`src/mrc_pkg.sv`:
```
`default_nettype none

package mrc_pkg;

  // default sizing
  localparam int MaxFrameBytes = 256;
  localparam int QueueDepth    = 4;

  // frame constants
  localparam logic [15:0] CrcPoly   = 16'hA001;
  localparam logic [15:0] CrcInit   = 16'hFFFF;
  localparam int          RuntBytes = 4;
  localparam int          OverheadBytes = 4;

  typedef enum logic [1:0] {
    CMD_START   = 2'd0,
    CMD_BYTE    = 2'd1,
    CMD_TIMEOUT = 2'd2
  } cmd_t;

  typedef enum logic [1:0] {
    OUT_SUCCESS    = 2'd0,
    OUT_RETRY      = 2'd1,
    OUT_FAILED_EXC = 2'd2,
    OUT_EXHAUSTED  = 2'd3
  } outcome_t;

  typedef enum logic [2:0] {
    RSN_NONE      = 3'd0,
    RSN_TIMEOUT   = 3'd1,
    RSN_RUNT      = 3'd2,
    RSN_CRC       = 3'd3,
    RSN_ADDRESS   = 3'd4,
    RSN_EXCEPTION = 3'd5,
    RSN_FUNCTION  = 3'd6,
    RSN_LENGTH    = 3'd7
  } reason_t;

  typedef enum logic [1:0] {
    CFG_SLAVE_ADDRESS     = 2'd0,
    CFG_FUNCTION_CODE     = 2'd1,
    CFG_RESPONSE_PDU_SIZE = 2'd2,
    CFG_RETRY_LIMIT       = 2'd3
  } cfg_idx_t;

  // what the front hands to the back
  typedef enum logic [1:0] {
    KIND_START     = 2'd0,
    KIND_RETRYABLE = 2'd1,
    KIND_EXCEPTION = 2'd2,
    KIND_SUCCESS   = 2'd3
  } kind_t;

  typedef struct packed {
    kind_t       kind;
    reason_t     reason;
    logic [7:0]  exc_code;
  } verdict_t;

  typedef struct packed {
    logic [7:0] slave_address;
    logic [6:0] function_code;
    logic [7:0] response_pdu_size;
  } frame_cfg_t;

  // one byte of reflected crc-16, unrolled over eight bit steps
  function automatic logic [15:0] crc_byte(input logic [15:0] crc, input logic [7:0] b);
    logic [15:0] c;
    c = crc ^ {8'h00, b};
    for (int k = 0; k < 8; k++) begin
      c = c[0] ? ((c >> 1) ^ CrcPoly) : (c >> 1);
    end
    return c;
  endfunction

endpackage

`default_nettype wire

```
`src/mrc_front.sv`:
```
`default_nettype none

module mrc_front #(
  parameter int MAX_FRAME_BYTES = mrc_pkg::MaxFrameBytes
) (
  input  wire logic                clk,
  input  wire logic                rst_n,
  input  wire mrc_pkg::frame_cfg_t cfg,
  input  wire logic                in_valid,
  output logic                     in_ready,
  input  wire logic [1:0]          in_command,
  input  wire logic [7:0]          in_data_byte,
  input  wire logic                in_last_byte,
  output logic                     push_valid,
  input  wire logic                push_ready,
  output mrc_pkg::verdict_t        push_data
);

  localparam int CNT_W = $clog2(MAX_FRAME_BYTES + 2);
  localparam int LEN_W = (CNT_W > 9) ? CNT_W : 9;

  logic [15:0]      crc_r, crc_nxt;
  logic [CNT_W-1:0] cnt_r, cnt_nxt;
  logic [7:0]       dly0_r, dly0_nxt, dly1_r, dly1_nxt;
  logic [7:0]       addr_r, addr_nxt, func_r, func_nxt, third_r, third_nxt;

  logic             accept;
  logic [15:0]      crc_upd;
  logic [CNT_W-1:0] cnt_inc;
  logic [7:0]       addr_new, func_new, third_new;
  logic [LEN_W-1:0] len_expect;
  logic             clear;

  assign in_ready = push_ready;
  assign accept   = in_valid && in_ready;

  // per-byte frame updates, as seen after this byte
  assign crc_upd   = (cnt_r >= CNT_W'(2)) ? mrc_pkg::crc_byte(crc_r, dly0_r) : crc_r;
  assign cnt_inc   = (cnt_r <= CNT_W'(MAX_FRAME_BYTES)) ? cnt_r + 1'b1 : cnt_r;
  assign addr_new  = (cnt_r == CNT_W'(0)) ? in_data_byte : addr_r;
  assign func_new  = (cnt_r == CNT_W'(1)) ? in_data_byte : func_r;
  assign third_new = (cnt_r == CNT_W'(2)) ? in_data_byte : third_r;
  assign len_expect = LEN_W'(cfg.response_pdu_size) + LEN_W'(mrc_pkg::OverheadBytes);

  always_comb begin
    crc_nxt   = crc_r;
    cnt_nxt   = cnt_r;
    dly0_nxt  = dly0_r;
    dly1_nxt  = dly1_r;
    addr_nxt  = addr_r;
    func_nxt  = func_r;
    third_nxt = third_r;
    clear     = 1'b0;
    push_valid = 1'b0;
    push_data  = '{kind: mrc_pkg::KIND_START, reason: mrc_pkg::RSN_NONE, exc_code: 8'h00};

    if (accept) begin
      unique case (in_command)
        mrc_pkg::CMD_START: begin
          clear      = 1'b1;
          push_valid = 1'b1;
        end
        mrc_pkg::CMD_TIMEOUT: begin
          clear      = 1'b1;
          push_valid = 1'b1;
          push_data.kind   = mrc_pkg::KIND_RETRYABLE;
          push_data.reason = mrc_pkg::RSN_TIMEOUT;
        end
        mrc_pkg::CMD_BYTE: begin
          crc_nxt   = crc_upd;
          cnt_nxt   = cnt_inc;
          dly0_nxt  = dly1_r;
          dly1_nxt  = in_data_byte;
          addr_nxt  = addr_new;
          func_nxt  = func_new;
          third_nxt = third_new;
          if (in_last_byte) begin
            clear      = 1'b1;
            push_valid = 1'b1;
            push_data.kind = mrc_pkg::KIND_RETRYABLE;
            if (cnt_inc < CNT_W'(mrc_pkg::RuntBytes)) begin
              push_data.reason = mrc_pkg::RSN_RUNT;
            end else if (dly1_r != crc_upd[7:0] || in_data_byte != crc_upd[15:8]) begin
              push_data.reason = mrc_pkg::RSN_CRC;
            end else if (addr_new != cfg.slave_address) begin
              push_data.reason = mrc_pkg::RSN_ADDRESS;
            end else if (func_new == {1'b1, cfg.function_code}) begin
              push_data.kind     = mrc_pkg::KIND_EXCEPTION;
              push_data.reason   = mrc_pkg::RSN_EXCEPTION;
              push_data.exc_code = third_new;
            end else if (func_new != {1'b0, cfg.function_code}) begin
              push_data.reason = mrc_pkg::RSN_FUNCTION;
            end else if (cnt_inc > CNT_W'(MAX_FRAME_BYTES) ||
                         LEN_W'(cnt_inc) != len_expect) begin
              push_data.reason = mrc_pkg::RSN_LENGTH;
            end else begin
              push_data.kind = mrc_pkg::KIND_SUCCESS;
            end
          end
        end
        default: begin
          // unused command code, dropped
        end
      endcase
    end

    if (clear) begin
      crc_nxt   = mrc_pkg::CrcInit;
      cnt_nxt   = '0;
      dly0_nxt  = 8'h00;
      dly1_nxt  = 8'h00;
      addr_nxt  = 8'h00;
      func_nxt  = 8'h00;
      third_nxt = 8'h00;
    end
  end

  always_ff @(posedge clk) begin
    if (!rst_n) begin
      crc_r   <= mrc_pkg::CrcInit;
      cnt_r   <= '0;
      dly0_r  <= 8'h00;
      dly1_r  <= 8'h00;
      addr_r  <= 8'h00;
      func_r  <= 8'h00;
      third_r <= 8'h00;
    end else begin
      crc_r   <= crc_nxt;
      cnt_r   <= cnt_nxt;
      dly0_r  <= dly0_nxt;
      dly1_r  <= dly1_nxt;
      addr_r  <= addr_nxt;
      func_r  <= func_nxt;
      third_r <= third_nxt;
    end
  end

  a_cnt_sat: assert property (@(posedge clk) disable iff (!rst_n)
    cnt_r <= CNT_W'(MAX_FRAME_BYTES + 1))
    else $error("byte count past saturation");

endmodule

`default_nettype wire

```
`config.mk`:
```
export PLATFORM = sky130hd
export DESIGN_NAME = mrc_front
export DESIGN_NICKNAME = d
export VERILOG_FILES = /design/src/mrc_pkg.sv /design/src/mrc_front.sv
export SDC_FILE = /design/constraint.sdc
export NUM_CORES = 1
export LEC_CHECK = 0
export ABC_AREA = 0
export BUFFER_PORTS_ARGS = -buffer_cell sky130_fd_sc_hd__clkbuf_2
export CORE_UTILIZATION = 64
export CTS_BUF_LIST = sky130_fd_sc_hd__clkbuf_16
export DETAILED_ROUTE_END_ITERATION = 6
export PLACE_DENSITY = 0.91
export SLEW_MARGIN = 20
export SYNTH_ARGS = -nofsm -noshare
export SYNTH_HDL_FRONTEND = slang
export SYNTH_SLANG_ARGS = --single-unit
```
`constraint.sdc`:
```
create_clock -name clk -period 10.19 [get_ports clk]
set_input_delay 1.5285 -clock clk [delete_from_list [all_inputs] [get_ports clk]]
set_output_delay 1.5285 -clock clk [all_outputs]
set_load 0.05 [all_outputs]
```
## After elaboration in Yosys (flattened, before gate mapping)

Index checks and enable logic that the tools add are counted.
Widths: inputs -> output; s select.

| operators by class | value |
|---|---|
| $add $sub $neg | 2 |
| $lt $le $gt $ge | 4 |
| equal/unequal tests | 10 |
| muxes and demuxes | 35 |
| bitwise logic cells | 10 |
| reductions and logical operators | 8 |

Operators with widths:

| cell | number |
|---|---|
| $mux 16 | 9 |
| $mux 8 | 8 |
| $mux 13 | 2 |
| $ne 8x8->1 | 3 |
| $not 2->3 | 8 |
| $xor 16x8->16 | 1 |
| $mux 3 | 5 |
| $mux 2 | 5 |
| $pmux 5 s2 | 1 |
| $add 8x3->9 const B | 1 |
| $add 9x1->9 const B | 1 |
| $eq 9x1->1 const B | 1 |
| $eq 9x2->1 const B | 1 |
| $ge 9x2->1 const B | 1 |
| $gt 9x9->1 const B | 1 |
| $le 9x9->1 const B | 1 |
| $logic_not 9->1 | 1 |
| $lt 9x3->1 const B | 1 |
| $mux 9 | 1 |
| $ne 9x9->1 | 1 |
| $eq 8x8->1 | 1 |
| $ne 8x7->1 | 1 |
| $mux 5 | 1 |
| $reduce_or 2->1 | 2 |
| other kinds (9) | 11 |

| storage, ports and cells | value |
|---|---|
| register bits after elaboration | 65 |
| bits of input ports | 38 |
| output and inout port bits | 15 |
| logic and storage cells | 76 |

## Depth between registers and ports, before layout

Gate-level depths: netlist of the first run.

| logic depth | value |
|---|---|
| word-level depth | 25 |
| gate-level depth with buffers | 12 |

## Worst setup path after synthesis of the first run

OpenSTA, ideal clock, no wires.

| timing | value |
|---|---|
| path kind | input -> output |
| from | input port in_data_byte[4] |
| to | output port push_data[12] (netlist name) |
| data arrival time | 4328 ps |
| slack | 4334 ps |
| cell stages on the path | 8 |
| path buffers | 1 |
| path through | buf_4 > xor2_1 > a221o_1 > or4_1 > a22oi_1 > and4_1 > a21boi_0 > nor3b_1 |

RTL lines:

| item | RTL line | text |
|---|---|---|
| start: declaration | mrc_front.sv:12 | `input wire logic [7:0] in_data_byte,` |
| end: declaration | mrc_front.sv:16 | `output mrc_pkg::verdict_t push_data` |

==> results list, run 1 <==
* Tcrit/Tclk final: 0.583
* Placed cell areas: 4630 sq um
- Worst-case clock skew: 0.00777 ns
* Placed Cells: 645
* Clock edge transition at the registers on the reported setup and hold paths: 0.06 ns
- Final count of pins violating max slew: 0
* Final sum of negative setup slack: 0 ns
* Worst reg2reg setup slack: 7.41 ns
* Pre-CTS setup slack: 4.29 ns
* Chip height: 85.6 um
* Horizontal extent of the die: 85.6 um
* DR vias: approximately 4.1k
- In this run the power density over the cells is around 130 nW/um^2.
- Number of distinct library cell variants in the gate-level netlist after synthesis: 71
* Synth async-reset ratio: 0
* Count of non-filler cells in the finished layout: around 660
- For this run, the top clock speed supported by timing is 168 MHz.
- Arrival @ worst endpoint: between 4 and 5 ns
- Counting every sink on the clock net gives 65.
* Final setup violating endpoints: 0
* Bufs on Longest Clock Path: 2
* Area added between synthesis and finish: 9.26%
- HP Class: reg2reg
- Setup repair after global routing left no endpoint under its margin.
- At the end of the flow, the number of nets in the layout was 623.
- Synthesized Nets: 593
* Required time at the worst-slack endpoint: 8.66 ns
- For this run, the detailed router's first-pass iteration total came to 5.
* Global-route total usage across every layer: 0.321
* Core ar.: 6760 sq um
* Wirelength, routed: 11.4 mm
- Counting flops and latches in the post-synthesis netlist gives 65.
- In this run the cell area of the synthesized design comes to about 4500 sq um.
- In this run the mean area of a mapped cell was 8.19 sq um.
- Remaining Overflow, GRT: 0
* Startpoint of the worst-slack reg-to-reg timing path: cnt_r[5]$_SDFFE_PP0P_
- Max-cap check violation count: 0
- Once layout is done, the placed cells without fillers occupy roughly 5000 sq um.
- Proportion of netlist area held by the largest area contributor: 0.291
- Element type at the critical path start: input pin
- Layout cells sized above 1: 0.152
- The via count of the first global-routing pass is 3905.
- Yosys printed 0 warnings.
- By area the synthesized netlist is led by sky130_fd_sc_hd__dfxtp_1, sky130_fd_sc_hd__nand2_1, sky130_fd_sc_hd__mux2i_1, sky130_fd_sc_hd__xor2_1, sky130_fd_sc_hd__xnor2_1.
* Remaining number of nets flagged by the antenna check after routing: 0
- The floorplan has 30 rows.
- At the end of routability-driven placement, the weighted congestion stood at 0.898.
- The HPWL after detailed placement is 8.03 mm.
- The initial utilization of the core area, before any placement, comes to 0.662.
- Residual DRC: 0
* Global-route wire length before repair: roughly 18 mm
- Worst Path Class, Setup: in2out
- Buffers added to address setup during post-CTS repair amount to 0.
* Transition time at the pin with the least slew margin: 1.02 ns
* Clock root buffer: sky130_fd_sc_hd__clkbuf_16
- Setup slack closes at 4.25 ns.
- Reg-to-reg critical path endpoint: crc_r[0]$_SDFFE_PP1P_
- The hold violation count in the final report came to 0.
* Launching element of the worst setup path: in_data_byte[5]
* Post-CTS Hold Buffers: 0
- TritonCTS built the clock tree.
- The worst setup path is captured at an output pin.
* Biggest area consumer among synthesized cells: sky130_fd_sc_hd__dfxtp_1
- TritonCTS created 9 clock buffers.
* Initial drt markers: 333
- Across the VDD grid, the largest voltage drop is 0.0000945 V.
- H-tree depth: 3
- Antenna violations before repair: 0
- Post-cts resize count: 0
- Maximum net fanout on the critical path: 9
* Cells after Synth: approximately 550
* Static leakage power: 2.14 nW
* Final critical delay including setup and external delays: 5.94 ns
- Source-to-sink clock delay at the later pin of the worst-skew pair: 0.33 ns
- Pin count of the biggest net entering global routing: 50
- WL per Instance: 17.3 um
- Top library cells by usage in the layout, fill and taps aside: sky130_fd_sc_hd__nand2_1, sky130_fd_sc_hd__dfxtp_1, sky130_fd_sc_hd__clkbuf_2
* R2R cell count: 4
- On the final layout, the worst hold slack is 0.460 ns.
* Commonest register cell after synthesis: sky130_fd_sc_hd__dfxtp_1
- Number of enable-type register cells in the synthesized netlist: 0
- In this run the count of I/O pins placed on the die edge is 53.
- Leaving out fill and tap cells, the most frequent cell in the layout is sky130_fd_sc_hd__nand2_1.
- Antenna diode instance count: 0
- Worst max-slew margin expressed relative to the limit: 0.318
* Status: finished clean
- The critical path ends at push_data[5].
* Sequential-to-total area share from yosys stat: 0.291
* I/O Buffers: 52
- Total die area: ~7300 sq um
* Drt via density: 6.27
==> stage by stage <==
stage          power, mW   util
2_1_floorplan      0.322      -
3_3_place_gp       0.338  0.685
3_5_place_dp       0.341  0.685
4_1_cts            0.611  0.723
5_1_grt            0.632  0.724
6_report           0.613  0.724
==> flip-flops by register name, summed over array words and instances, names as in the netlist <==
register and cells:
third_r 8, cnt_r 9, dly0_r 8, crc_r 16, addr_r 8, func_r 8, dly1_r 8
==> how the worst min path moves through the flow <==
stage	start	slack, ns	cells after the start	end
detailed placement	addr_r[0]$_SDFFE_PP0P_	0.45	2	addr_r[0]$_SDFFE_PP0P_
floorplan	addr_r[2]$_SDFFE_PP0P_	0.43	2	addr_r[2]$_SDFFE_PP0P_
global placement	addr_r[2]$_SDFFE_PP0P_	0.44	2	addr_r[2]$_SDFFE_PP0P_
global route	dly0_r[4]$_SDFFE_PP0P_	0.49	2	dly0_r[4]$_SDFFE_PP0P_
finish	func_r[2]$_SDFFE_PP0P_	0.46	2	func_r[2]$_SDFFE_PP0P_
CTS	addr_r[0]$_SDFFE_PP0P_	0.46	2	addr_r[0]$_SDFFE_PP0P_
==> Yosys cell counts, types with 3 or more instances <==
cell                          n
sky130_fd_sc_hd__nor2_1      39
sky130_fd_sc_hd__o211ai_1     6
sky130_fd_sc_hd__a211oi_1     4
sky130_fd_sc_hd__nand2_1    106
sky130_fd_sc_hd__xnor3_1      3
sky130_fd_sc_hd__buf_4        7
sky130_fd_sc_hd__inv_1       13
sky130_fd_sc_hd__dfxtp_1     65
sky130_fd_sc_hd__a2111oi_0    3
sky130_fd_sc_hd__o21ai_0      5
sky130_fd_sc_hd__nor3_1       4
sky130_fd_sc_hd__xnor2_1     31
sky130_fd_sc_hd__ha_1         9
sky130_fd_sc_hd__mux2i_1     36
sky130_fd_sc_hd__o2111ai_1    5
sky130_fd_sc_hd__nand3_1     26
sky130_fd_sc_hd__and3_1       9
sky130_fd_sc_hd__buf_6        6
sky130_fd_sc_hd__clkbuf_1    16
sky130_fd_sc_hd__xor2_1      40
sky130_fd_sc_hd__nand4_1      6
sky130_fd_sc_hd__a21oi_1     40
sky130_fd_sc_hd__a31oi_1      3
==> final cells by class <==
class                   count  area, sq um
clock buffers               9          225
clock inverters             5         33.8
fillers                   492         1870
inverters                  13         48.8
multi-input cells         434         2910
flip-flops and latches     65         1300
well taps                  80          100
repair buffers             53          268
==> routing by layer <==
metal,global-route usage,share of wire
met5,0,0
met4,0.127,0.027
met3,0.0683,0.078
met2,0.553,0.49
met1,0.391,0.41
==> critical path, cell delays in order <==
cell and delay [ns]:
sky130_fd_sc_hd__clkbuf_2 0.17, sky130_fd_sc_hd__xor2_1 0.19, sky130_fd_sc_hd__a2111oi_0 0.41, sky130_fd_sc_hd__mux2i_1 0.12, sky130_fd_sc_hd__a2111o_1 0.34, sky130_fd_sc_hd__or4bb_1 0.58
sky130_fd_sc_hd__nor4b_2 0.33, sky130_fd_sc_hd__nand4_2 0.25, sky130_fd_sc_hd__nor2_1 0.20, sky130_fd_sc_hd__clkbuf_2 0.30
==> cells by family after synthesis <==
family,after synthesis,share of synthesized area
compound gates,89,0.136
simple gates,224,0.249
fa+ha+maj,9,0.0252
xor+xnor,74,0.154
flops,65,0.291
mux,38,0.0856
buf+inv,47,0.0596
==> where the power goes <==
group	leakage (nW)	total, mW	internal (mW)	switching (mW)
Clock	0.124	0.275	0.161	0.114
Sequential	0.525	0.260	0.257	0.00319
Combinational	1.50	0.0775	0.0296	0.0480
Power figures use the tool's default switching activity.
==> run 2: changes to the inputs <==
- CORE_UTILIZATION: 64 -> 53
- PLACE_DENSITY: 0.91 -> 0.81
- clock period: 10.19 -> 5 ns (I/O delays scaled with it)
==> run 2 against run 1 <==
Net effect: first-iteration DRC count fell by 20%; critical path depth rose by 1; register-to-register slack got worse by 5.1 ns; routed wire length fell by 1.0%; sequential cell count did not move; core utilization fell by 11 points; die area rose by 20%; sequential power rose by 100%; largest cell class unchanged; largest power group unchanged.
==> results list, run 2 (same netlist as run 1, synthesis figures left out) <==
- Wirelength, routed: 11.3 mm (-1.0%)
- Transition time at the pin with the least slew margin: 1.05 ns (+0.0230 ns)
* HP Class: reg2reg
* Remaining Overflow, GRT: 0 (unchanged)
- The global routing usage on met1 came to 0.327 (-0.0637).
* Via count of the first global-routing pass: 3890 (-0.38%)
- Worst max-slew margin expressed relative to the limit: 0.301 (-0.0173)
- The die boundary width was 93.9 um (+9.7%).
* Share of power burned in registers: 0.421 (-0.003)
* Final sum of negative setup slack: 0 ns (unchanged)
- The clock sink total was 65 (unchanged).
- Core ar.: 8180 sq um (+21%)
* Switching part of the total: 0.270 (+0.00126)
- TritonCTS clock tree: built
- The average wire length per cell after detail routing came to 16.3 um (-6.0%).
- Chip height: 93.9 um (+9.7%)
* GR Util met3: 0.0566 (-0.0117)
- Antenna violations before repair: 0 (unchanged)
* Critical Path Max Stage Delay: 0.62 ns (+0.04 ns)
* Clock root buffer: sky130_fd_sc_hd__clkbuf_16
* Critical path's top delay family: simple AND/OR/NAND/NOR gates
* Net switching power: 340 uW (+110%)
* Maximum net fanout on the critical path: 12 (+3)
- STA classifies the critical path startpoint as a flip-flop.
- The largest clock skew in the final design is 0.00559 ns (-0.00218 ns).
* Final count of pins violating max slew: 0 (unchanged)
- Required time at the worst-slack endpoint: 4.25 ns (-4.41 ns)
* Drt via density: 5.94 (-5.3%)
- The I/O pin total is 53 (unchanged).
* DR pass1 iterations: 5 (unchanged)
- Global-route total usage across every layer: 0.263 (-0.0574)
- The number of DRC violations after detailed-routing iteration 0 is 266 (-20%).
* Seq. cell area: 1300 sq um (unchanged)
- The worst path needs 4.68 ns of the cycle, external delays included.
* Global-route wire length before repair: 18.2 mm (-1.2%)
- The number of design rule violations left after detail routing came to 0 (unchanged).
- Upper clock frequency limit: 213 MHz
* Global Route met2 Usage: 0.433 (-0.120)
- The number of nets in the finished design is 631 (+1.3%).
- The maximum buffer depth of the clock tree came to 2 (unchanged).
* Pin count of the biggest net entering global routing: 50 (unchanged)
- The final-report setup violation count was 0 (unchanged).
* Source-to-sink clock delay at the later pin of the worst-skew pair: 0.34 ns (about the same)
- Total die area: 8810 sq um (+20%)
- The standard-cell row count came to 33 (+10%).
- Remaining number of nets flagged by the antenna check after routing: 0 (unchanged)
- I/O Buffers: 52 (unchanged)
- IR Drop Worst-Case VDD: 0.000195 V (+110%)
- The internal power contribution was 918 uW (+100%).
- Area of the multi-input gates: 2920 sq um (+0.30%)
- The library cell used most frequently in the layout, excluding fill and tap cells, is sky130_fd_sc_hd__nand2_1.
- Pwr/cell area: 251 nW/um^2 (+100%)
* Clock edge transition at the registers on the reported setup and hold paths: 0.06 ns (about the same)
- Clock power share: 0.455 (+0.006)
- Critical path cell sequence: inv_1 > ha_1 > nor4b_4 > nand2_2 > mux2i_1 > a2111o_1 > or4bb_1 > nor4b_2 > nand4_2 > nor2_1 > clkbuf_2
- The slowest stage of the critical path is the sky130_fd_sc_hd__or4bb_1 cell.
- Relative to the synthesized area, the layout overhead comes to 11.8%.
* Status: finished clean
* Static leakage power: 2.19 nW (+2.2%)
- Layer carrying the most global-route usage: met2
- The total clock buffers created by CTS was 9 (unchanged).
- The hold violation count in the final report came to 0 (unchanged).
- The combinational group share of total power came to 0.124 (-0.003).
- The antenna cell count is 0 (unchanged).
- The count of vias placed by the detailed router is 4122 (-0.22%).
- GP Congestion: 0.903 (+0.55%)
- The worst setup path is captured at an output pin.
* Effective utilization at floorplan: 0.547 (-0.115)
- Tcrit/Tclk final: 0.937
- Registers with the highest flip-flop counts: crc_r x16, cnt_r x9
- Half-perimeter wire length of the detailed placement result: 8.10 mm (+0.79%)
* RSZ-0062 raised after global routing: false
- The fill cell instance count of the final layout came to 727 (+48%).
- The power consumption was 1.26 mW (+110%).
- The count of H-tree levels built during CTS is 3 (unchanged).
- The worst setup path is of the reg2out kind.
- The flip-flop count of the largest register, all copies and words added is 16 (unchanged).
* Max-cap check violation count: 0 (unchanged)
- The critical path data arrival time was 3.93 ns (-0.49 ns).
- Top library cells by usage in the layout, fill and taps aside: sky130_fd_sc_hd__nand2_1, sky130_fd_sc_hd__dfxtp_1, sky130_fd_sc_hd__clkbuf_2
- Layout cells sized above 1: 0.165 (+0.0127)
- The count of buffering cells on the critical path with inverters included is 2 (unchanged).
- The register with the most flip-flops in the final layout is crc_r.
run 2: worst paths after layout:
kind	slack (ns)	to	from	cells after the start
worst max-delay path	0.32	push_data[1]	cnt_r[0]$_SDFFE_PP0P_	11
worst min-delay path	0.46	func_r[2]$_SDFFE_PP0P_	func_r[2]$_SDFFE_PP0P_	2
worst max register to register	2.31	crc_r[0]$_SDFFE_PP1P_	cnt_r[0]$_SDFFE_PP0P_	5
worst min register to register	0.46	func_r[2]$_SDFFE_PP0P_	func_r[2]$_SDFFE_PP0P_	2
run 2: what timing repair did:
action | in CTS | in global routing
setup endpoints to repair | 0 | 8
buffers inserted | 0 | 4
resized for setup | 0 | 2
hold buffers | 0 | 0
run 2: worst reg2reg max path, cell delays in order (launching register included):
cell and delay, ns:
sky130_fd_sc_hd__dfxtp_1 0.55, sky130_fd_sc_hd__inv_1 0.17, sky130_fd_sc_hd__ha_1 0.28, sky130_fd_sc_hd__a2111o_1 0.68
sky130_fd_sc_hd__nand2_1 0.67, sky130_fd_sc_hd__o211ai_1 0.18
run 2: area by class of cell:
cell class,instances,share of cell area
multi-input combinational,434,0.584
sequential,65,0.260
timing repair buffer,61,0.0655
clock buffer,9,0.0450
tap,105,0.0263
inverter,13,0.00975
clock inverter,7,0.00950
run 2: power by group through the flow:
stage | sequential [mW] | combinational, mW | clock, mW
after detailed placement | 0.541 | 0.153 | 0
after global routing | 0.530 | 0.170 | 0.594
after CTS | 0.530 | 0.154 | 0.575
final | 0.530 | 0.156 | 0.572
after global placement | 0.540 | 0.148 | 0
after floorplan | 0.538 | 0.119 | 0
run 2: stage by stage:
stage / instance area [sq um] / setup WS, ns / std cells / utilization / hold WS, ns
2_1_floorplan: 4470 / 0.498 / 546 / - / 0.433
3_3_place_gp: 4690 / 0.643 / 674 / 0.573 / 0.438
3_5_place_dp: 4690 / 0.520 / 674 / 0.573 / 0.451
4_1_cts: 4960 / 0.178 / 690 / 0.607 / 0.459
5_1_grt: 5000 / 0.00995 / 694 / 0.612 / 0.490
6_report: 5000 / 0.315 / 694 / 0.612 / 0.462
run 2: per-layer routing:
metal / vias up / share of wire / wire [um]
met4: 0 / 0.028 / 313
met2: 157 / 0.47 / 5370
li1: 1980 / - / -
met3: 26 / 0.059 / 664
met5: - / 0 / 0
met1: 1959 / 0.44 / 4960
